$ cat config.mk
export PLATFORM = sky130hd
export DESIGN_NAME = pbp_ram
export DESIGN_NICKNAME = d
export VERILOG_FILES = /design/src/design/pbp_ram.sv
export SDC_FILE = /design/constraint.sdc
export NUM_CORES = 2
export LEC_CHECK = 0
export ABC_AREA = 1
export BUFFER_PORTS_ARGS = -buffer_cell sky130_fd_sc_hd__buf_2
export CAP_MARGIN = 20
export CELL_PAD_IN_SITES_DETAIL_PLACEMENT = 1
export CELL_PAD_IN_SITES_GLOBAL_PLACEMENT = 1
export CORE_ASPECT_RATIO = 1.5
export CORE_MARGIN = 4
export CORE_UTILIZATION = 31
export CTS_CLUSTER_DIAMETER = 60
export DETAILED_ROUTE_END_ITERATION = 10
export PLACE_DENSITY_LB_ADDON = 0.3
export SYNTH_ARGS = -nofsm -noshare
export SYNTH_HDL_FRONTEND = slang
export SYNTH_SLANG_ARGS = --single-unit
$ cat constraint.sdc
create_clock -name clk -period 2.15 [get_ports clk]
set_clock_uncertainty 0.15 [all_clocks]
set_input_delay 0.1075 -clock clk [delete_from_list [all_inputs] [get_ports clk]]
set_output_delay 0.1075 -clock clk [all_outputs]
set_load 0.02 [all_outputs]
$ cat src/design/pbp_ram.sv
// generic single-port-write, registered-read ram
`default_nettype none

module pbp_ram #(
    parameter int WIDTH = 8,
    parameter int DEPTH = 256
) (
    input  wire logic                     clk,
    input  wire logic                     wr_en,
    input  wire logic [$clog2(DEPTH)-1:0] wr_addr,
    input  wire logic [WIDTH-1:0]         wr_data,
    input  wire logic [$clog2(DEPTH)-1:0] rd_addr,
    output logic      [WIDTH-1:0]         rd_data
);

    logic [WIDTH-1:0] mem [DEPTH];

    always_ff @(posedge clk)
    begin
        if (wr_en)
        begin
            mem[wr_addr] <= wr_data;
        end
        rd_data <= mem[rd_addr];
    end

endmodule

`default_nettype wire

# Yosys cells after proc, flatten, opt, wreduce, memory -nomap -nowiden
# Memories as Yosys holds them, arrays and structs flattened. A register that Yosys moved wholly into a read port is not among the register bits.
# Cells that the tools add are included.
# totals
ram_bits,2048
reg_bits,0
word_cells,3
memories,1
input_bits,26
output_inout_bits,8
# op_classes
mux,2
# memory_table
memory,words,word_bits,rd,rd_ports_with_merged_regs,write_ports,line_no,rtl
mem,256,8,1,1,1,16,logic [WIDTH-1:0] mem [DEPTH];
# op_table
op,count
two-way mux 1 bit,2

# Longest topological paths before layout
# logic_depth
word_depth,2
depth_mapped,15
mapped_depth_nobuf,11

# Worst setup path after synthesis
# OpenSTA, ideal clock, no wires.
# synth_timing
path_kind,in2reg
startpoint,input wr_en
endpoint,memory mem[162][0] (enable)
setup_slack_ps,401
arrival_time_ps,1229
setup_ps,370
n_path_buf,2
path_stages,4
required_time_ps,1630
path_cell_list,clkbuf_1 > nand3_1 > clkbuf_1 > nor2_1
# synth_between
elab_chain_len,2
# synth_lines
element,line_no,rtl
"start, declared",9,"input wire logic wr_en,"
two-way mux 1 bit,20,if (wr_en)
two-way mux 1 bit (implied by the code),22,mem[wr_addr] <= wr_data;
"end, declared",16,
# Every way passes these cells.

# Worst setup path in the final report
# layout_timing
startpoint,input wr_addr[7]
endpoint,memory mem[228][3] (enable)
# layout_rtl
element,line_no,rtl
"start, declared",10,"input wire logic [$clog2(DEPTH)-1:0] wr_addr,"
# No word-level cell before the write port.

==> impl_metrics.yaml <==
cts:
  cts_tree: "yes"
  numCtsBuffers: 197
  ctsHtreeMaxLevel: 4
  cts-root-buf: "clkbuf_16"
  worstSkewPairLatency_ns: 0.87
  cts.reportedPaths.clkPinSlew_ns: 0.06
  clockBufferDepth: 4
  post_cts_buffers: 0
  clkSinkCount: 2056
worst_setup_path:
  cp_slowest_cell: "dlygate4sd3_1"
  worstSetupPathType: "primary input to flip-flop"
  critPathArrivalTime_ns: 2.51
  cpPeakStageDelay_ns: 0.62
  crit_chain: "dlygate4sd3_1 -> buf_2 -> nand2_1 -> dlygate4sd3_1 -> inv_2 -> buf_4 -> nand2_1 -> buf_4 -> nor2_1 -> buf_4"
  crit_top_cell: "buf_4"
  critPathMaxFanout: 16
  end_kind: "flip-flop"
  crit_required_ns: 2.52
  cp-start-kind: "primary input"
drt:
  drc: 0
  drtIter0Drc: 4130
  wl_per_cell_um: 25.00
  ant_nets: 0
  via_count: 57120
  vias_per_cell: 5.100
  finalWirelength_mm: 280.0
  first_pass_iters: 5
synth:
  ys_seq_area_share_pct: 73.94
  postSynth.asyncResetShare_pct: 0
  ys_seq_elements: 2056
  synthDistinctLibCells: 14
  postSynthCellCount: 7003
  synth_nets: 7029
  synth_area_leader_cell: "edfxtp_1"
  synth_edf_count: 2048
  synthDominantCellAreaShare_pct: 73.74
  yosysMostFrequentCell: "nand2_1"
  avgSynthCellArea_um2: 11.91
  synth_common_cells: "nand2_1 (2,123), edfxtp_1 (2,048), nand3_1 (2,019), nor2_1 (283), buf_2 (268)"
  synth-main-ff-cell: "edfxtp_1"
  synth.area.top_cells: "edfxtp_1 (74%), nand3_1 (12%), nand2_1 (9.6%)"
  synth_warnings: 0
  syn-cell-area_um2: 83400
layout:
  num-nets-final: 7544
  utilization_pct: 37.19
  final_area_um2: 99750
  area_growth_pct: 19.61
  drive_gt1_share_pct: 14.14
power:
  ir_drop_v: 0.0005785
  switching_share_pct: 22.99
  pwr-share-comb_pct: 7.3
  p_per_area_nw_per_um2: 853.5
  power_switching_mw: 19.57
  p_leak_nw: 35.36
  clkPwrFrac_pct: 40.7
  power.internal_mw: 65.56
  pwr-share-seq_pct: 51.9
timing:
  grt_setup_unrepaired: "no"
  final.period_utilization_pct: 99.27
  setup_viol: 0
  slew_headroom_pct: 45.76
  worst_slack_ns: 0.01579
  fmax_mhz: 468.6
  tightest_slew_ns: 0.8127
  finalCriticalPeriod_ns: 2.134
  tns_ns: 0
  hold_violations: 0
  maxSlewViolCount: 0
placement:
  gp_congestion: 0.8505
  hpwl_mm: 184.4
  port_buffers: 33
  placement.cell_area_um2: 93120
  pre_cts_ws_ns: -0.5385
die:
  pin_count: 34
  die_h_um: 643.2
  rows: 233
  die_x_um: 431.5
  core_area_um2: 268200
  dieArea_um2: 277600
  start_util_pct: 31.09
global_route:
  grt_usage_pct: 19.80
  grt_pass1_vias: 60430
  grt_max_degree: 87
  grt_antenna_before_repair: 11
  grt_pass1_wl_mm: 409.8
  grt_overflow: 0
run_status:
  outcome: "finished clean"
min_path:
  hold_path_class: "primary input to flip-flop"
run:
  drv_cap: 0
-- per-stage QoR --
| stage | cells | power [mW] | hold WS [ns] |
|---|---|---|---|
| 2_1_floorplan | 7003 | 47.81 | 0.05637 |
| 3_3_place_gp | 10820 | 51.24 | 0.3430 |
| 3_5_place_dp | 10820 | 51.33 | 0.3465 |
| 4_1_cts | 11200 | 86.03 | 0.01191 |
| 5_1_grt | 11200 | 87.90 | 0.06314 |
| 6_report | 11200 | 85.14 | 0.05753 |
-- placed cells by master, fill, tap and decap left out, types with 2 or more instances in the layout --
master,count
clkinv_2,34
inv_8,3
inv_1,32
nand2_1,2109
clkbuf_16,201
nand2_2,14
edfxtp_1,2048
nand3_1,2008
clkinv_4,3
nor2_1,280
dfxtp_1,8
buf_12,149
dlygate4sd3_1,25
inv_6,4
inv_2,3
nand3_2,9
buf_6,3
clkbuf_8,4
clkbuf_1,41
nand3_4,2
clkinvlp_4,10
bufinv_16,19
nor2_2,3
buf_2,20
buf_4,591
diode_2,5
clkinv_1,35
buf_8,11
-- critical path, delay by kind of cell --
family / cells / cell delay, ns
buf+inv: 7 / 2.08
simple gates: 3 / 0.29
-- cell type report --
class / count / area (um^2)
multi-input combinational: 4425 / 19250
fill: 28730 / 168500
tap: 3525 / 4410
timing repair buffer: 799 / 7969
inverter: 39 / 182.7
antenna: 5 / 12.51
clock buffer: 246 / 5239
sequential: 2056 / 61660
clock inverter: 106 / 1027
-- sequential cells by signal, summed over array words and instances, names as in the netlist --
name     count
rd_data      8
mem       2048
-- final timing paths --
path	startpoint	to	slack, ns	depth (start not counted)
max reg2reg	mem[119][1]$_DFFE_PP_	rd_data[1]$_DFF_P_	0.07	11
max	wr_addr[7]	mem[228][3]$_DFFE_PP_	0.02	10
min	wr_addr[2]	mem[170][6]$_DFFE_PP_	0.06	7
min reg2reg	mem[94][6]$_DFFE_PP_	rd_data[6]$_DFF_P_	0.88	10
-- logic make-up after synthesis --
| kind of cell | after synthesis | synth area share [%] |
|---|---|---|
| AND/OR/NAND/NOR | 4425 | 22.95 |
| flip-flops | 2056 | 73.94 |
| buffers and inverters | 522 | 3.119 |
-- timing repair --
item                                    in CTS  in global routing
endpoints found under the hold margin     2102                  0
resized for setup                            6                 19
endpoints found under the setup margin       6                357
hold buffers                                25                  0
-- power by group through the flow --
stage	clock [mW]	combinational, mW	sequential, mW
after floorplan	0	2.73	45.1
after CTS	35.5	6.33	44.2
after global placement	0	6.17	45.1
after global routing	37.0	6.74	44.2
final	34.7	6.25	44.2
after detailed placement	0	6.26	45.1
-- per-layer routing --
layer	up-vias	wire length, um	track usage, %
met3	512	10570	2.105
met2	1256	147600	36.73
met4	2	13670	8.736
met1	29490	108200	22.91
met5	-	13	0
li1	25860	-	-
(Power assumes the default switching activity.)
