==> config.mk <==
export PLATFORM = sky130hd
export DESIGN_NAME = pbp_row_update
export DESIGN_NICKNAME = d
export VERILOG_FILES = /design/src/design/pbp_pkg.sv /design/src/design/pbp_row_update.sv
export SDC_FILE = /design/constraint.sdc
export NUM_CORES = 1
export LEC_CHECK = 0
export ABC_AREA = 1
export BUFFER_PORTS_ARGS = -buffer_cell sky130_fd_sc_hd__buf_4
export CORE_ASPECT_RATIO = 0.7
export CORE_MARGIN = 8
export CORE_UTILIZATION = 54
export DETAILED_ROUTE_END_ITERATION = 8
export PLACE_DENSITY = 0.87
export SLEW_MARGIN = 20
export SYNTH_ARGS = -nofsm -noshare
export SYNTH_HDL_FRONTEND = slang
export SYNTH_SLANG_ARGS = --single-unit
==> constraint.sdc <==
create_clock -name vclk -period 1.21
set_input_delay 0 -clock vclk [all_inputs]
set_output_delay 0 -clock vclk [all_outputs]
set_load 0.03 [all_outputs]
==> src/design/pbp_pkg.sv <==
// shared types and constants of the perceptron branch predictor
`default_nettype none

package pbp_pkg;

    localparam int WEIGHT_W = 8;
    localparam int SUM_W    = 12;
    localparam int THRESH_W = 11;

    localparam int SUM_MAX = 2047;
    localparam int SUM_MIN = -2048;

    localparam logic [THRESH_W-1:0] THRESHOLD_RESET = 11'd5;

    localparam logic signed [WEIGHT_W-1:0] WEIGHT_MAX  = 8'sd127;
    localparam logic signed [WEIGHT_W-1:0] WEIGHT_MIN  = -8'sd128;
    localparam logic signed [WEIGHT_W-1:0] WEIGHT_STEP = 8'sd1;

    localparam logic CMD_PREDICT = 1'b0;
    localparam logic CMD_TRAIN   = 1'b1;

    typedef enum logic [1:0] {
        ST_CLEAR,
        ST_IDLE,
        ST_READ,
        ST_SUM
    } state_t;

    function automatic logic [WEIGHT_W-1:0] sat_step(input logic signed [WEIGHT_W-1:0] w,
                                                      input logic up);
        logic [WEIGHT_W-1:0] res;
        if (up)
        begin
            res = (w == WEIGHT_MAX) ? w : w + WEIGHT_STEP;
        end
        else
        begin
            res = (w == WEIGHT_MIN) ? w : w - WEIGHT_STEP;
        end
        return res;
    endfunction

endpackage

`default_nettype wire

==> src/design/pbp_row_update.sv <==
// per-lane saturating weight update for one training row
`default_nettype none

module pbp_row_update import pbp_pkg::*; #(
    parameter int HISTORY_BITS = 15
) (
    input  wire logic [(HISTORY_BITS+1)*WEIGHT_W-1:0] row_in,
    input  wire logic [HISTORY_BITS-1:0]              history,
    input  wire logic                                 outcome,
    output logic      [(HISTORY_BITS+1)*WEIGHT_W-1:0] row_out
);

    genvar i;
    generate
        for (i = 0; i < HISTORY_BITS; i++)
        begin : g_lane
            assign row_out[i*WEIGHT_W +: WEIGHT_W] =
                sat_step(row_in[i*WEIGHT_W +: WEIGHT_W], outcome == history[i]);
        end
    endgenerate

    // bias lane
    assign row_out[HISTORY_BITS*WEIGHT_W +: WEIGHT_W] =
        sat_step(row_in[HISTORY_BITS*WEIGHT_W +: WEIGHT_W], outcome);

endmodule

`default_nettype wire

* Word level (Yosys, flattened, before mapping) *
Cells that the tools add are included.

storage, ports and cells
  word-level logic and storage cells = 127
  register bits = 0
  output and inout bits = 128
  bits of input ports = 144

operators by class
  mux-type cells = 48
  add/sub/neg operators = 32
  eq/ne operators = 47

operators with widths
  kind                 number
  $mux 8               48
  $eq 8x8->1 const B   32
  $add 8x2->8 const B  16
  $sub 8x2->8 const B  16
  $eq 1x1->1           15

* Longest topological paths before layout *
Gate-level depths: netlist of the first run.

  depth after elaboration = 3
  mapped depth = 9
  depth with buffers taken out = 9

* Worst setup path before layout of the first run *
OpenSTA, ideal clock, no wires.

  kind = input to output
  start = input port outcome
  end = output port row_out[11]
  buffers on the path = 2
  data arrival time = 1.403 ns
  slack = -0.193 ns
  required time = 1.210 ns
  stages = 6
  path through = buf_6 clkbuf_8 xnor2_4 nor2_1 inv_1 o21ai_0

on the way
  word-level cells in the longest chain between the ends = 2

RTL lines
  what             RTL line              RTL
  start, declared  pbp_row_update.sv:9   input wire logic outcome,
  $eq 1x1->1       pbp_row_update.sv:18  sat_step(row_in[i*WEIGHT_W +: WEIGHT_W], outcome == history[i]);
  $mux 8           pbp_pkg.sv:32         if (up)
  end, declared    pbp_row_update.sv:10  output logic [(HISTORY_BITS+1)*WEIGHT_W-1:0] row_out

No other way between the ends.

* Final worst setup path of the first run *
  start = input port row_in[56]
  end = output port row_out[60]

on the way
  word-level cells in the longest chain between the ends = 3
  elaborated cells between the ends (all ways) = 7
  those cells by class = 2 x add/sub; 2 x eq/ne; 3 x mux

RTL lines
  what                                       RTL line                      RTL
  start, declared                            pbp_row_update.sv:7           input wire logic [(HISTORY_BITS+1)*WEIGHT_W-1:0] row_in,
  $sub 8x2->8, or another cell as far along  pbp_pkg.sv:38                 res = (w == WEIGHT_MIN) ? w : w - WEIGHT_STEP;
  $mux 8, on equally long branches           pbp_pkg.sv:38, pbp_pkg.sv:34
  $mux 8 *                                   pbp_pkg.sv:32

Mark *: on every way between the ends. The rest lies on a longest branch, timed or not.

==> impl_metrics.csv, run 1 <==
group,metric,value,unit
run_status,status,"finished with violations",
run_status,violations,"setup timing",
route,viasPerCell,5.590,
route,dr.pass1.iters,8,
route,vias,12656,
grt,grt_pass1_wl,52.25,mm
synthesis,synthSimpleGateAreaFrac,57.21,%
setup_path,crit_path_end_kind,"primary output",
final_layout,drive_gt1_share,29.75,%
synthesis,synth.distinct_cells,30,
sta,final.period_utilization,101.9,%
die,die_area,0.01935,sq mm
die,rows,37,
sta,maxSlewViolCount,0,
synthesis,synth_top_family_by_area,"simple AND/OR/NAND/NOR gates",
final_layout,syn2layout_area_growth,48.70,%
grt,antenna_found_initial,2,
die,die_y,118.8,um
setup_path,required,1.21,ns
min_path,hold_depth,4,
min_path,worstHoldStart,"row_in[48]",
min_path,holdPathEnd,"row_out[48]",
run,drv_cap,0,
setup_path,cp_common_cell,"nand2_1",
die,ioPinCount,272,
synthesis,yosysWarnings,0,
sta,max_slew_margin,71.12,%
sta,max_freq,811.2,MHz
final_layout,final_cell_area,0.01212,sq mm
place,place_congestion,1.087,
sta,finalCriticalPeriod,1.233,ns
sta,hold_slack,0.3980,ns
sta,tns,-0.04128,ns
place,place_area,0.01139,sq mm
sta,setup_viol,3,
sta,hold_violations,0,
grt,grt_max_degree,13,
power,max-vdd-ir-drop,0.0004303,V
power,p_leak,6.830,nW
route,wire_per_inst,15.17,um
grt,track_usage,31.03,%
power,p_per_area,505.8,mW/mm^2
synthesis,yosys.area_share.adder,7.368,%
setup_path,critPathMaxFanout,5,
synthesis,syn_nets,1867,
synthesis,netlist_area,0.008152,sq mm
grt,grt-ovfl-total,0,
final_layout,stdcell_count,2264,
synthesis,synth_cells,1675,
sta,rsz0062_at_grt,"true",
grt,grt_pass1_vias,10964,
place,pre_cts_ws,-0.08357,ns
die,die_x,162.9,um
place,io_buffers,272,
power,fin_total_pwr,6.131,mW
synthesis,synthXorXnorAreaFrac,11.99,%
place,hpwl,27.73,mm
sta,finalWorstSetupSlack,-0.02273,ns
setup_path,crit_path_max_incr_delay,0.20,ns
route,wirelength,34.35,mm
setup_path,path_cells,"buf_4 > ha_4 > nand2_2 > nor2_4 > buf_6 > xor2_1 > nand2_1 > nand2_1 > nand2_1 > buf_4",
die,core_area,0.01472,sq mm
final_layout,multi_input_area,0.007617,sq mm
final_layout,design.seq.count,0,
final_layout,seqCellArea,0,sq um
synthesis,yosysSeqAreaShare,0,%
min_path,min_path_type,"input pin to primary output",
synthesis,muxShareOfSynthArea,0,%
route,route.detailed.drc,0,
setup_path,path_class,"input pin to primary output",
synthesis,postSynthAreaPerCell,4.867,sq um
place,dp_cells,2258,
final_layout,fillers,1115,
setup_path,slowest_stage,"xor2_1",
die,start_util,55.37,%
sta,worst_pin_slew,0.4317,ns
setup_path,crit_path_start_kind,"input pin",
final_layout,clkbuf_count,0,
clock_network,cts_hold_buf,0,
route,detail-route-antenna-nets,0,
setup_path,arrival,1.23,ns
route,drtIter0Drc,1866,
synthesis,synth-compound-area-share,9.624,%
final_layout,utilization,82.34,%
final_layout,nets,2261,
[per-layer routing]
metal  vias up  track usage, %  routed length [um]  part of all wire (%)
li1       6075               -                   -                     -
met1      5617           43.22               13940                    41
met2       881           48.29               15150                    44
met3        83           5.687                4371                    13
met4         0           7.314                 887                   2.6
met5         -               0                   0                     0
[worst max-delay path, delay by kind of cell]
family        cells  cell delay [ns]
simple gates      5             0.45
buf+inv           3             0.43
xor+xnor          1             0.20
fa+ha+maj         1             0.15
[worst max path at each step]
stage	from	to	slack, ns	depth (start not counted)
final	row_in[56]	row_out[60]	-0.02	10
after global routing	row_in[57]	row_out[60]	-0.08	10
after CTS	row_in[56]	row_out[63]	-0.003	10
after detailed placement	row_in[80]	row_out[86]	-0.08	10
after global placement	row_in[56]	row_out[59]	-0.06	9
after floorplan	outcome	row_out[82]	-0.17	6
[cell usage in the layout (no fill, tap or decap), drive strengths merged]
cell type  Yosys  layout
nor2         201     201
nand2        629     629
nand4         30      30
inv          239     238
xnor2         31      31
xor2          54      54
o21ai        103     103
or2            3       3
nor3          15      15
nand3        244     244
buf           32     428
clkinvlp       0       1
clkbuf         5       1
o211ai        14      14
clkinv         1       1
a21oi         26      26
ha            48      48
diode          0       2
[synthesized netlist by cell type (all sizes together)]
cell    instances  share of area [%]
a21oi          26                1.6
buf            32                2.3
clkbuf          5               0.40
clkinv          1              0.061
ha             48                7.4
inv           239                 11
nand2         629                 29
nand3         244                 15
nand4          30                2.3
nor2          201                9.7
nor3           15               0.98
o211ai         14                1.3
o21ai         103                6.7
or2             3               0.23
xnor2          31                6.2
xor2           54                5.8
[report_power, final]
group / switching (mW) / total [mW] / leakage [nW] / internal (mW)
clock network: 0 / 0.000000222 / 0.0000127 / 0.000000222
logic: 3.77 / 6.13 / 6.83 / 2.36
registers: 0 / 0 / 0 / 0
total: 3.77 / 6.13 / 6.83 / 2.36
[layout make-up]
cell class | instances | area share (%)
Multi-Input combinational cell | 1398 | 62.84
Timing Repair Buffer | 429 | 27.57
Inverter | 240 | 7.535
Tap cell | 195 | 2.013
Antenna cell | 2 | 0.04129
[cells by family (layout without fill, tap and decap cells)]
kind of cell,after synthesis,in the layout
buffers and inverters,277,669
and+or+nand+nor,1122,1122
adders and majority gates,48,48
xor gates and xnor gates,85,85
AOI/OAI and AO/OA,143,143
other,0,2
[timing repair]
item | in CTS | in global routing
cloned | 0 | 1
pin swaps | 2 | 33
setup endpoints to repair | 36 | 110
buffers inserted | 1 | 2
resized for setup | 23 | 177
(Power assumes the default switching activity.)
==> inputs of run 2 (changes only) <==
- PLACE_DENSITY: 0.87 -> 0.88
- REMOVE_ABC_BUFFERS: not set -> 1
==> run 2 against run 1 <==
Compared with the run above:
- the flow now finishes without violations
- wire length decreased by 3.6%
- sequential share of layout area unchanged
- total power decreased by 2.3%
- non-clock buffer count decreased by 5
- via count decreased by 2.1%
- first-iteration DRC count decreased by 33%
- maximum frequency increased by 2.6%
- final cell count decreased by 0.31%
- count of clock-buffer cells in the layout unchanged
- critical path type unchanged
- largest cell class unchanged
- highest routed layer unchanged
==> impl_metrics.csv, run 2 (synthesis results as in run 1) <==
group,metric,value,unit
run_status,status,"complete, no violations",
route,wirelength,33.12,mm
final_layout,drive_gt1_share,28.52,%
route,vias,12389,
die,die_area,0.01935,sq mm
run,drv_cap,0,
sta,setup_viol,0,
sta,finalWorstSetupSlack,0.008269,ns
die,die_y,118.8,um
power,clock_power_share,0,%
grt,grt_max_degree,12,
min_path,min_path_type,"input pin to primary output",
sta,worst_pin_slew,0.4446,ns
setup_path,arrival,1.20,ns
setup_path,critPathMaxFanout,4,
grt,antenna_found_initial,0,
final_layout,design.seq.count,0,
power,p_sw,3.688,mW
route,viasPerCell,5.489,
die,rows,37,
place,dp_cells,2254,
die,die_x,162.9,um
power,seq_power_share,0,%
setup_path,crit_path_start_kind,"input pin",
place,io_buffers,272,
power,max-vdd-ir-drop,0.0004545,V
power,p_per_area,500.6,mW/mm^2
power,swShare,61.53,%
final_layout,clkbuf_count,0,
power,internal-power,2.305,mW
die,ioPinCount,272,
final_layout,stdcell_count,2257,
place,place_area,0.01136,sq mm
sta,rsz0062_at_grt,"true",
final_layout,final_cell_area,0.01197,sq mm
route,drtIter0Drc,1254,
grt,grt_pass1_vias,11176,
place,pre_cts_ws,-0.09827,ns
grt,grt-ovfl-total,0,
die,core_area,0.01472,sq mm
final_layout,n_antenna_cell,0,
power,power_frac_comb,100.0,%
sta,hold_slack,0.4144,ns
sta,finalCriticalPeriod,1.202,ns
route,route.detailed.drc,0,
die,start_util,55.37,%
route,detail-route-antenna-nets,0,
setup_path,required,1.21,ns
final_layout,nets,2256,
sta,max_slew_margin,70.25,%
setup_path,crit_start,"row_in[72]",
final_layout,seqCellArea,0,sq um
final_layout,syn2layout_area_growth,46.88,%
sta,hold_violations,0,
route,wire_per_inst,14.67,um
setup_path,path_class,"input pin to primary output",
grt,track_usage,30.23,%
final_layout,mostFrequentLayoutCell,"nand2_1",
sta,max_freq,832.1,MHz
place,place_congestion,1.024,
grt,grt_pass1_wl,51.41,mm
sta,maxSlewViolCount,0,
place,hpwl,26.64,mm
setup_path,worstSetupEndpoint,"row_out[76]",
final_layout,final_cell_mix,"nand2_1, buf_4, nand3_1",
setup_path,crit_path_end_kind,"primary output",
sta,tns,0,ns
sta,final.period_utilization,99.32,%
power,p_leak,6.781,nW
route,dr.pass1.iters,6,
[run 2: cell types whose count changed in the layout (fill, tap and decap cells not counted), sizes merged]
cell      before  now
buf          428  424
clkbuf         1    0
diode          2    0
clkinvlp       1    0
inv          238  239
[run 2: per-layer routing]
metal  global-route usage (%)  vias to the layer above  routed length, um
met5                        0                        -                  0
met4                    7.600                        0                785
met3                    4.716                       71               3779
met2                    50.83                      774              15340
met1                    39.47                     5472              13220
li1                         -                     6072                  -
[run 2: what timing repair did]
action | CTS | global route
setup endpoints to repair | 20 | 120
buffers inserted | 0 | 3
pin swaps | 1 | 37
resized for setup | 17 | 170
hold buffers | 0 | 0
[run 2: power groups by stage]
| stage | clock network [mW] | logic (mW) | registers [mW] |
|---|---|---|---|
| floorplan | 0 | 3.12 | 0 |
| global placement | 0 | 5.57 | 0 |
| detailed placement | 0 | 5.64 | 0 |
| CTS | 0 | 5.68 | 0 |
| global route | 0 | 6.42 | 0 |
| finish | 0 | 5.99 | 0 |
[run 2: worst max-delay path, stage by stage]
cell     delay (ns)
buf_4          0.10
ha_1           0.18
nand2_1        0.12
nor2_2         0.15
buf_4          0.16
xor2_1         0.14
nand2_1        0.07
nand2_1        0.06
nand2_1        0.05
buf_4          0.16
[run 2: layout make-up]
cell class / count / area (sq um)
repair buffers: 424 / 3279
multi-input cells: 1398 / 7545
fillers: 1087 / 2749
well taps: 195 / 244.0
inverters: 240 / 904.6
[run 2: through the flow]
stage,util (%),power [mW]
finish,81.33,5.993
global placement,77.15,5.566
detailed placement,77.15,5.643
CTS,77.45,5.679
global route,81.33,6.420
floorplan,-,3.121
[run 2: how the worst min path moves through the flow]
stage,startpoint,end,slack (ns),depth (start not counted)
6_report,row_in[112],row_out[112],0.41,4
5_1_grt,row_in[112],row_out[112],0.45,4
4_1_cts,row_in[112],row_out[112],0.41,4
3_5_place_dp,row_in[112],row_out[112],0.41,4
3_3_place_gp,row_in[104],row_out[104],0.39,4
2_1_floorplan,outcome,row_out[122],0.22,2
