[src/design/pbp_pkg.sv]
// shared types and constants of the perceptron branch predictor
`default_nettype none

package pbp_pkg;

    localparam int WEIGHT_W = 8;
    localparam int SUM_W    = 12;
    localparam int THRESH_W = 11;

    localparam int SUM_MAX = 2047;
    localparam int SUM_MIN = -2048;

    localparam logic [THRESH_W-1:0] THRESHOLD_RESET = 11'd5;

    localparam logic signed [WEIGHT_W-1:0] WEIGHT_MAX  = 8'sd127;
    localparam logic signed [WEIGHT_W-1:0] WEIGHT_MIN  = -8'sd128;
    localparam logic signed [WEIGHT_W-1:0] WEIGHT_STEP = 8'sd1;

    localparam logic CMD_PREDICT = 1'b0;
    localparam logic CMD_TRAIN   = 1'b1;

    typedef enum logic [1:0] {
        ST_CLEAR,
        ST_IDLE,
        ST_READ,
        ST_SUM
    } state_t;

    function automatic logic [WEIGHT_W-1:0] sat_step(input logic signed [WEIGHT_W-1:0] w,
                                                      input logic up);
        logic [WEIGHT_W-1:0] res;
        if (up)
        begin
            res = (w == WEIGHT_MAX) ? w : w + WEIGHT_STEP;
        end
        else
        begin
            res = (w == WEIGHT_MIN) ? w : w - WEIGHT_STEP;
        end
        return res;
    endfunction

endpackage

`default_nettype wire

[src/design/pbp_dot_unit.sv]
// serial dot product of a weight row with the history signs, one weight a cycle
`default_nettype none

module pbp_dot_unit import pbp_pkg::*; #(
    parameter int HISTORY_BITS = 15
) (
    input  wire logic                                 clk,
    input  wire logic                                 rst_n,
    input  wire logic                                 load,
    input  wire logic [(HISTORY_BITS+1)*WEIGHT_W-1:0] row_data,
    input  wire logic [HISTORY_BITS-1:0]              history,
    output logic                                      done,
    output logic signed [SUM_W-1:0]                   sum
);

    localparam int ROW_LEN = HISTORY_BITS + 1;
    localparam int ROW_W   = ROW_LEN * WEIGHT_W;
    localparam int IDX_W   = (HISTORY_BITS > 1) ? $clog2(HISTORY_BITS) : 1;
    localparam int RAW_W   = $clog2(ROW_LEN * 128) + 2;
    localparam int ACC_W   = (RAW_W > SUM_W) ? RAW_W : SUM_W + 1;

    localparam logic signed [ACC_W-1:0] ACC_MAX = ACC_W'(SUM_MAX);
    localparam logic signed [ACC_W-1:0] ACC_MIN = ACC_W'(SUM_MIN);
    localparam logic [IDX_W-1:0]        IDX_LAST = IDX_W'(HISTORY_BITS - 1);

    logic [ROW_W-1:0]          row_reg;
    logic [IDX_W-1:0]          idx_reg;
    logic signed [ACC_W-1:0]   acc_reg;
    logic                      run_reg;
    logic                      done_reg;
    logic signed [SUM_W-1:0]   sum_reg;

    logic signed [WEIGHT_W-1:0] weight;
    logic signed [WEIGHT_W-1:0] bias;
    logic signed [ACC_W-1:0]    weight_ext;
    logic signed [ACC_W-1:0]    acc_next;
    logic signed [SUM_W-1:0]    sum_next;
    logic                       last_step;

    assign weight     = row_reg[idx_reg*WEIGHT_W +: WEIGHT_W];
    assign bias       = row_data[HISTORY_BITS*WEIGHT_W +: WEIGHT_W];
    assign weight_ext = ACC_W'(weight);
    assign acc_next   = history[idx_reg] ? acc_reg + weight_ext : acc_reg - weight_ext;
    assign last_step  = (idx_reg == IDX_LAST);

    always_comb
    begin
        if (acc_next > ACC_MAX)
        begin
            sum_next = SUM_W'(SUM_MAX);
        end
        else if (acc_next < ACC_MIN)
        begin
            sum_next = SUM_W'(SUM_MIN);
        end
        else
        begin
            sum_next = SUM_W'(acc_next);
        end
    end

    always_ff @(posedge clk)
    begin
        if (load)
        begin
            row_reg <= row_data;
            acc_reg <= ACC_W'(bias);
            idx_reg <= '0;
        end
        else if (run_reg)
        begin
            acc_reg <= acc_next;
            idx_reg <= idx_reg + 1'b1;
        end
    end

    always_ff @(posedge clk or negedge rst_n)
    begin
        if (!rst_n)
        begin
            run_reg  <= 1'b0;
            done_reg <= 1'b0;
            sum_reg  <= '0;
        end
        else
        begin
            done_reg <= run_reg && last_step;
            if (load)
            begin
                run_reg <= 1'b1;
            end
            else if (run_reg && last_step)
            begin
                run_reg <= 1'b0;
                sum_reg <= sum_next;
            end
        end
    end

    assign done = done_reg;
    assign sum  = sum_reg;

endmodule

`default_nettype wire

[config.mk]
export PLATFORM = sky130hd
export DESIGN_NAME = pbp_dot_unit
export DESIGN_NICKNAME = d
export VERILOG_FILES = /design/src/design/pbp_pkg.sv /design/src/design/pbp_dot_unit.sv
export SDC_FILE = /design/constraint.sdc
export NUM_CORES = 1
export LEC_CHECK = 0
export BUFFER_PORTS_ARGS = -buffer_cell sky130_fd_sc_hd__clkbuf_2
export CAP_MARGIN = 40
export CORE_MARGIN = 10
export CORE_UTILIZATION = 50
export CTS_CLUSTER_SIZE = 14
export DETAILED_ROUTE_END_ITERATION = 10
export PLACE_DENSITY = 0.74
export SLEW_MARGIN = 0
export SYNTH_ARGS = -nofsm -noshare
export SYNTH_HDL_FRONTEND = slang
export SYNTH_SLANG_ARGS = --single-unit
[constraint.sdc]
create_clock -name clk -period 12.5 [get_ports clk]
set_input_delay 0 -clock clk [delete_from_list [all_inputs] [get_ports clk]]
set_output_delay 0 -clock clk [all_outputs]
set_load 0.1 [all_outputs]
# --- After elaboration in Yosys (flattened, before gate mapping) ---
# Index checks and enable logic that the tools add are counted.
word_totals:
  input_bits: 146
  output_inout_bits: 13
  register_bits: 159
op_classes:
  order_cmp: 3
  reduce_logical: 4
  add_sub_neg: 3
  n_mux: 9
  bitwise_logic: 1
  n_shift: 1
  eq_ne: 1
ops:
  columns: ["operator", "n"]
  rows:
  - ["indexed part select 128 x 8 -> 8 bit", 1]
  - ["2-to-1 mux 13 bit", 3]
  - ["2-to-1 mux 12 bit", 2]
  - ["adder 13 x 8 -> 13 bit", 1]
  - ["> comparator 13 x 12 -> 1 bit (second input constant)", 1]
  - ["< comparator 13 x 12 -> 1 bit (second input constant)", 1]
  - ["subtractor 13 x 8 -> 13 bit", 1]
  - ["< comparator 4 x 5 -> 1 bit (second input constant)", 1]
  - ["adder 4 x 1 -> 4 bit (second input constant)", 1]
  - ["binary-select mux 1 bit (select 4 bit)", 1]
  - ["equality test 4 bit (second input constant)", 1]
  - ["nonzero test 2 bit", 2]
  - ["2-to-1 mux 1 bit", 3]
  - ["AND reduction 2 bit", 1]
  - ["logical AND 1 bit", 1]
  - ["NOT 1 bit", 1]

# --- Logic depth before layout (Yosys ltp) ---
logic_depth:
  depth_word: 6
  ltp_mapped: 22
  depth_no_buf: 17

# --- Worst setup path after synthesis ---
# OpenSTA, ideal clock, no wires.
synth_path:
  kind: "reg2reg"
  startpoint: "reg idx_reg[0]"
  endpoint: "reg sum_reg[10] (netlist: sum[10])"
  n_path_buf: 4
  path_slack_ns: 7.755
  t_arrival_ns: 4.605
  required_time_ns: 12.360
  stages_incl_launch_ff: 22
  path_cell_list: "dfxtp_1 -> buf_6 -> buf_6 -> buf_2 -> mux4_2 -> mux4_2 -> inv_1 -> ha_1 -> inv_1 -> nor2_2 -> a21oi_1 -> xor2_1 -> ha_1 -> o21a_1 -> o21ai_0 -> o21a_1 -> nor3b_1 -> o21ai_0 -> a22o_2 -> mux2i_1 -> buf_6 -> o221ai_2"
synth_between:
  elab_chain_len: 6
  elab_cells_between_ends: 13
synth_rtl:
  columns: ["item", "line_no", "text"]
  rows:
  - ["start: declaration", "pbp_dot_unit.sv:27", "logic [IDX_W-1:0] idx_reg;"]
  - ["start signal: assignment", "pbp_dot_unit.sv:73", "idx_reg <= idx_reg + 1'b1;"]
  - ["indexed part select 128 x 8 -> 8 bit / binary-select mux 1 bit (select 4 bit) (equally long branches)", "pbp_dot_unit.sv:40, pbp_dot_unit.sv:43", null]
  - ["subtractor 13 x 8 -> 13 bit (tied with other cells)", "pbp_dot_unit.sv:43", "assign acc_next = history[idx_reg] ? acc_reg + weight_ext : acc_reg - weight_ext;"]
  - ["2-to-1 mux 13 bit", "pbp_dot_unit.sv:43", null]
  - ["< comparator 13 x 12 -> 1 bit", "pbp_dot_unit.sv:52", "else if (acc_next < ACC_MIN)"]
  - ["2-to-1 mux 12 bit", "pbp_dot_unit.sv:52", null]
  - ["2-to-1 mux 12 bit", "pbp_dot_unit.sv:48", "if (acc_next > ACC_MAX)"]
  - ["end signal: assignment", "pbp_dot_unit.sv:95", "sum_reg <= sum_next;"]
  - ["end: declaration", "pbp_dot_unit.sv:31", "logic signed [SUM_W-1:0] sum_reg;"]
# Several ways; a longest one is shown, not always the timed one. The select of a mux whose other input is x is not followed.
# A chain may end at the register's enable or synchronous reset.

# --- Worst setup path after layout ---
layout_path:
  startpoint: "reg idx_reg[1]"
  endpoint: "reg sum_reg[2] (netlist: sum[2])"
# The elaborated chain is that of the path after synthesis.

==> tab_implementation.tex <==
\begin{tabular}{lr}
\hline
Metric & Value \\
\hline
\multicolumn{2}{l}{\textbf{Run status}} \\
\quad Status & complete, no violations \\
\multicolumn{2}{l}{\textbf{Timing}} \\
\quad Normalized max-slew margin & 37.10\% \\
\quad Max-slew violation total from the final report & 0 \\
\quad \# setup viols final & 0 \\
\quad Min cycle time layout & 5.835 ns \\
\quad Tightest Pin Transition & 0.9435 ns \\
\quad Min setup slack post-route & 6.665 ns \\
\quad Setup repair after global routing missed its margin & no \\
\quad Worst setup skew after layout & 0.01593 ns \\
\quad Fmax & 0.1714 GHz \\
\quad Crit share post-route & 46.68\% \\
\quad Total count of hold-check failures in the final report & 0 \\
\quad Total negative setup slack & 0 ns \\
\multicolumn{2}{l}{\textbf{Cells and area}} \\
\quad Finished Cell Area & 10,180 µm² \\
\quad Most common cell after layout, fill and taps aside & sky130\_fd\_sc\_hd\_\_clkbuf\_2 \\
\quad Post-synthesis to final-layout area growth & 38.64\% \\
\quad Top library cells by usage in the layout, fill and taps aside & sky130\_fd\_sc\_hd\_\_clkbuf\_2 (157), sky130\_fd\_sc\_hd\_\_edfxtp\_1 (141), sky130\_fd\_sc\_hd\_\_dlygate4sd3\_1 (129) \\
\quad Final-stage net count & 899 \\
\quad Final cell utilization of the core & 70.32\% \\
\quad Total of fill cells in the finished design & 867 \\
\quad Fraction of layout cells with a size suffix above 1 & 33.42\% \\
\quad Flip-flop count of the largest register after layout & 128 \\
\multicolumn{2}{l}{\textbf{Setup path}} \\
\quad Startpoint kind of the worst setup timing path & register \\
\quad CP endpoint kind & register \\
\quad Critical Path AT & 6.12 ns \\
\quad Largest fanout on the critical path & 34 \\
\quad CP Data Required Time & 12.78 ns \\
\quad CP Class & register to register \\
\multicolumn{2}{l}{\textbf{Synthesis}} \\
\quad Post-Synthesis Mean Instance Area & 16.50 µm² \\
\quad Cell count after synthesis & 445 \\
\quad Most common flop cell mapped by yosys & sky130\_fd\_sc\_hd\_\_edfxtp\_1 \\
\quad Post-synth EDFFs & 141 \\
\quad Post-synthesis sequential area ratio & 63.51\% \\
\quad Warning count from the yosys run & 0 \\
\quad Number of different library cells in the post-synthesis netlist & 61 \\
\quad Net count after synthesis & 608 \\
\quad Cell area after synthesis & 7345 µm² \\
\quad Async set-or-reset flop fraction in the synthesized netlist & 8.805\% \\
\quad Number of synthesized register bits & 159 \\
\multicolumn{2}{l}{\textbf{Floorplanning}} \\
\quad Starting utilization of the core area & 50.73\% \\
\quad DIE HEIGHT & 141.2 µm \\
\quad Number of placement rows & 44 \\
\quad Total I/O pin count & 159 \\
\quad DIE WIDTH & 141.2 µm \\
\quad Floorplan Core Area & 14,480 µm² \\
\quad Die area & 19,940 µm² \\
\multicolumn{2}{l}{\textbf{Drt}} \\
\quad Top layer used by detailed routing & met4 \\
\quad Met3 WL & 1.657 mm \\
\quad DRT Wirelength & 21.48 mm \\
\quad Overall via count from detail\_route & 5,273 \\
\quad Via density per instance & 5.628 \\
\quad Average routed wire per standard cell & 22.92 µm \\
\quad First-pass iteration count of the detailed router & 5 \\
\quad DR WL met2 & 11.52 mm \\
\quad Post-route met1 wirelength & 7.599 mm \\
\quad Violation count after the first detailed-route iteration & 469 \\
\quad Number of nets with antenna violations after routing & 0 \\
\quad DRC Markers & 0 \\
\multicolumn{2}{l}{\textbf{Global routing}} \\
\quad Largest net degree at the start of global routing & 73 \\
\quad Global-route wire length before repair & 32.86 mm \\
\quad Number of global-route vias before repair & 5,891 \\
\quad GRT Residual Overflow & 0 \\
\quad GR Util All Layers & 21.79\% \\
\quad Number of antenna violations at the first check in global routing & 5 \\
\multicolumn{2}{l}{\textbf{Placed design}} \\
\quad Total of buffers placed on input and output ports & 158 \\
\quad Dpl ws & 6.842 ns \\
\quad Placed inst area & 8253 µm² \\
\quad Routability cong. & 0.9125 \\
\quad Half-perimeter wire length of the detailed placement result & 12.40 mm \\
\multicolumn{2}{l}{\textbf{Clock tree}} \\
\quad Maximum level of the CTS H-tree & 4 \\
\quad Clock tree from TritonCTS & yes \\
\quad Clock Tree Root & sky130\_fd\_sc\_hd\_\_clkbuf\_16 \\
\quad Post-CTS Hold Fix Bufs & 129 \\
\quad Clk pin slew, worst setup/hold paths & 0.06 ns \\
\quad Total of cells resized after clock tree synthesis & 0 \\
\quad Clock buffer count from CTS & 17 \\
\quad Clock insertion delay at the later pin of the skew report & 0.44 ns \\
\quad Buffers inserted during post-CTS setup optimization & 0 \\
\quad Number of sinks driven by the clock tree & 159 \\
\quad CTS max path bufs & 2 \\
\multicolumn{2}{l}{\textbf{Power and ir drop}} \\
\quad Leakage power of the design & 0.004033 µW \\
\quad Power density relative to cell area & 178.6 nW/µm² \\
\quad Power Total & 1818 µW \\
\quad Worst voltage drop across the vdd grid & 0.1483 mV \\
\multicolumn{2}{l}{\textbf{Run}} \\
\quad Max-cap check violation count & 0 \\
\multicolumn{2}{l}{\textbf{Hold path}} \\
\quad Worst min path class & input pin to asynchronous set/reset pin \\
\hline
\end{tabular}
[cell usage after synthesis (2+ instances only)]
cell	instances	share of area (%)
sky130_fd_sc_hd__edfxtp_1	141	58
sky130_fd_sc_hd__nand2_1	28	1.4
sky130_fd_sc_hd__mux4_2	25	7.7
sky130_fd_sc_hd__o21ai_0	23	1.6
sky130_fd_sc_hd__nor2_1	18	0.92
sky130_fd_sc_hd__ha_1	16	2.7
sky130_fd_sc_hd__dfrtp_1	14	4.8
sky130_fd_sc_hd__xor2_1	14	1.7
sky130_fd_sc_hd__a21oi_1	13	0.89
sky130_fd_sc_hd__inv_1	13	0.66
sky130_fd_sc_hd__mux2i_1	12	1.6
sky130_fd_sc_hd__mux4_1	12	4.3
sky130_fd_sc_hd__buf_6	9	1.4
sky130_fd_sc_hd__clkbuf_1	6	0.31
sky130_fd_sc_hd__nand3_1	6	0.41
sky130_fd_sc_hd__o221ai_2	6	1.2
sky130_fd_sc_hd__nor3_1	5	0.34
sky130_fd_sc_hd__o21a_1	5	0.51
sky130_fd_sc_hd__a22oi_2	4	0.68
sky130_fd_sc_hd__and2_1	4	0.34
sky130_fd_sc_hd__dfxtp_1	4	1.1
sky130_fd_sc_hd__mux2_2	4	0.61
sky130_fd_sc_hd__nor2b_1	4	0.34
sky130_fd_sc_hd__xnor2_1	4	0.48
sky130_fd_sc_hd__a211oi_1	3	0.31
sky130_fd_sc_hd__a21o_1	3	0.31
sky130_fd_sc_hd__a21o_2	3	0.36
sky130_fd_sc_hd__a22oi_1	3	0.31
sky130_fd_sc_hd__nand2b_1	3	0.26
sky130_fd_sc_hd__or2_2	3	0.26
sky130_fd_sc_hd__a2111oi_0	2	0.24
sky130_fd_sc_hd__buf_2	2	0.14
sky130_fd_sc_hd__buf_4	2	0.20
sky130_fd_sc_hd__nand3b_1	2	0.20
sky130_fd_sc_hd__nand4_1	2	0.17
sky130_fd_sc_hd__or4_1	2	0.20
[critical path, cell delays in order, from the launching register on]
cell                       delay [ns]
sky130_fd_sc_hd__dfxtp_2         0.95
sky130_fd_sc_hd__mux4_2          0.65
sky130_fd_sc_hd__mux4_2          0.56
sky130_fd_sc_hd__nor3_1          0.32
sky130_fd_sc_hd__nor2_1          0.11
sky130_fd_sc_hd__xnor2_1         0.15
sky130_fd_sc_hd__ha_1            0.34
sky130_fd_sc_hd__o21ai_0         0.14
sky130_fd_sc_hd__o21a_1          0.24
sky130_fd_sc_hd__o21a_1          0.21
sky130_fd_sc_hd__nor3b_1         0.61
sky130_fd_sc_hd__mux2i_1         0.27
sky130_fd_sc_hd__a211oi_1        0.08
sky130_fd_sc_hd__mux2i_1         0.63
sky130_fd_sc_hd__buf_4           0.29
sky130_fd_sc_hd__o221ai_1        0.12
[kinds of logic after synthesis]
group / count (synthesis) / synth area share, %
muxes: 54 / 14.40
AOI/OAI and AO/OA: 78 / 7.990
xor gates and xnor gates: 18 / 2.146
DFF: 159 / 63.51
adders and majority gates: 17 / 2.998
buffers and inverters: 35 / 3.203
and+or+nand+nor: 84 / 5.758
[report_power, final]
part	internal (µW)	leakage [µW]	switching (µW)
clock	334	0.000285	214
sequential	649	0.00161	30.7
combinational	247	0.00213	343
total	1230	0.00403	588
[layout make-up]
cell class / count / area [µm²] / area share, %
tap: 184 / 230.2 / 2.261
multi-input combinational: 251 / 2445 / 24.01
clock inverter: 13 / 188.9 / 1.855
sequential: 159 / 4667 / 45.83
clock buffer: 18 / 429.2 / 4.215
timing repair buffer: 294 / 2161 / 21.22
inverter: 13 / 48.80 / 0.4792
antenna: 5 / 12.51 / 0.1229
[metrics by stage]
step / hold slack [ns] / std cells
after global routing: 0.06060 / 937
final: 0.01537 / 937
after detailed placement: -0.07405 / 771
after floorplan: -0.2956 / 445
after CTS: 0.02144 / 931
after global placement: -0.09205 / 769
[layer usage]
layer  track usage [%]  vias to the layer above
met2             36.95                      261
met4             11.47                        0
met5                 0                        -
li1                  -                     2359
met1             23.68                     2602
met3             7.256                       51
[final timing paths]
kind                                          from                       to  slack (ns)  depth (start not counted)
min                                          rst_n       sum[1]$_DFFE_PN0P_        0.02                          2
min reg2reg                    sum[11]$_DFFE_PN0P_      sum[11]$_DFFE_PN0P_        0.48                          2
max reg2reg                idx_reg[1]$_SDFFE_PP0P_       sum[2]$_DFFE_PN0P_        6.67                         15
max in group asynchronous                    rst_n       sum[3]$_DFFE_PN0P_       12.23                          2
min in group clk                              load  idx_reg[3]$_SDFFE_PP0P_        0.06                          2
max                        idx_reg[1]$_SDFFE_PP0P_       sum[2]$_DFFE_PN0P_        6.67                         15
Power figures use the tool's default switching activity.
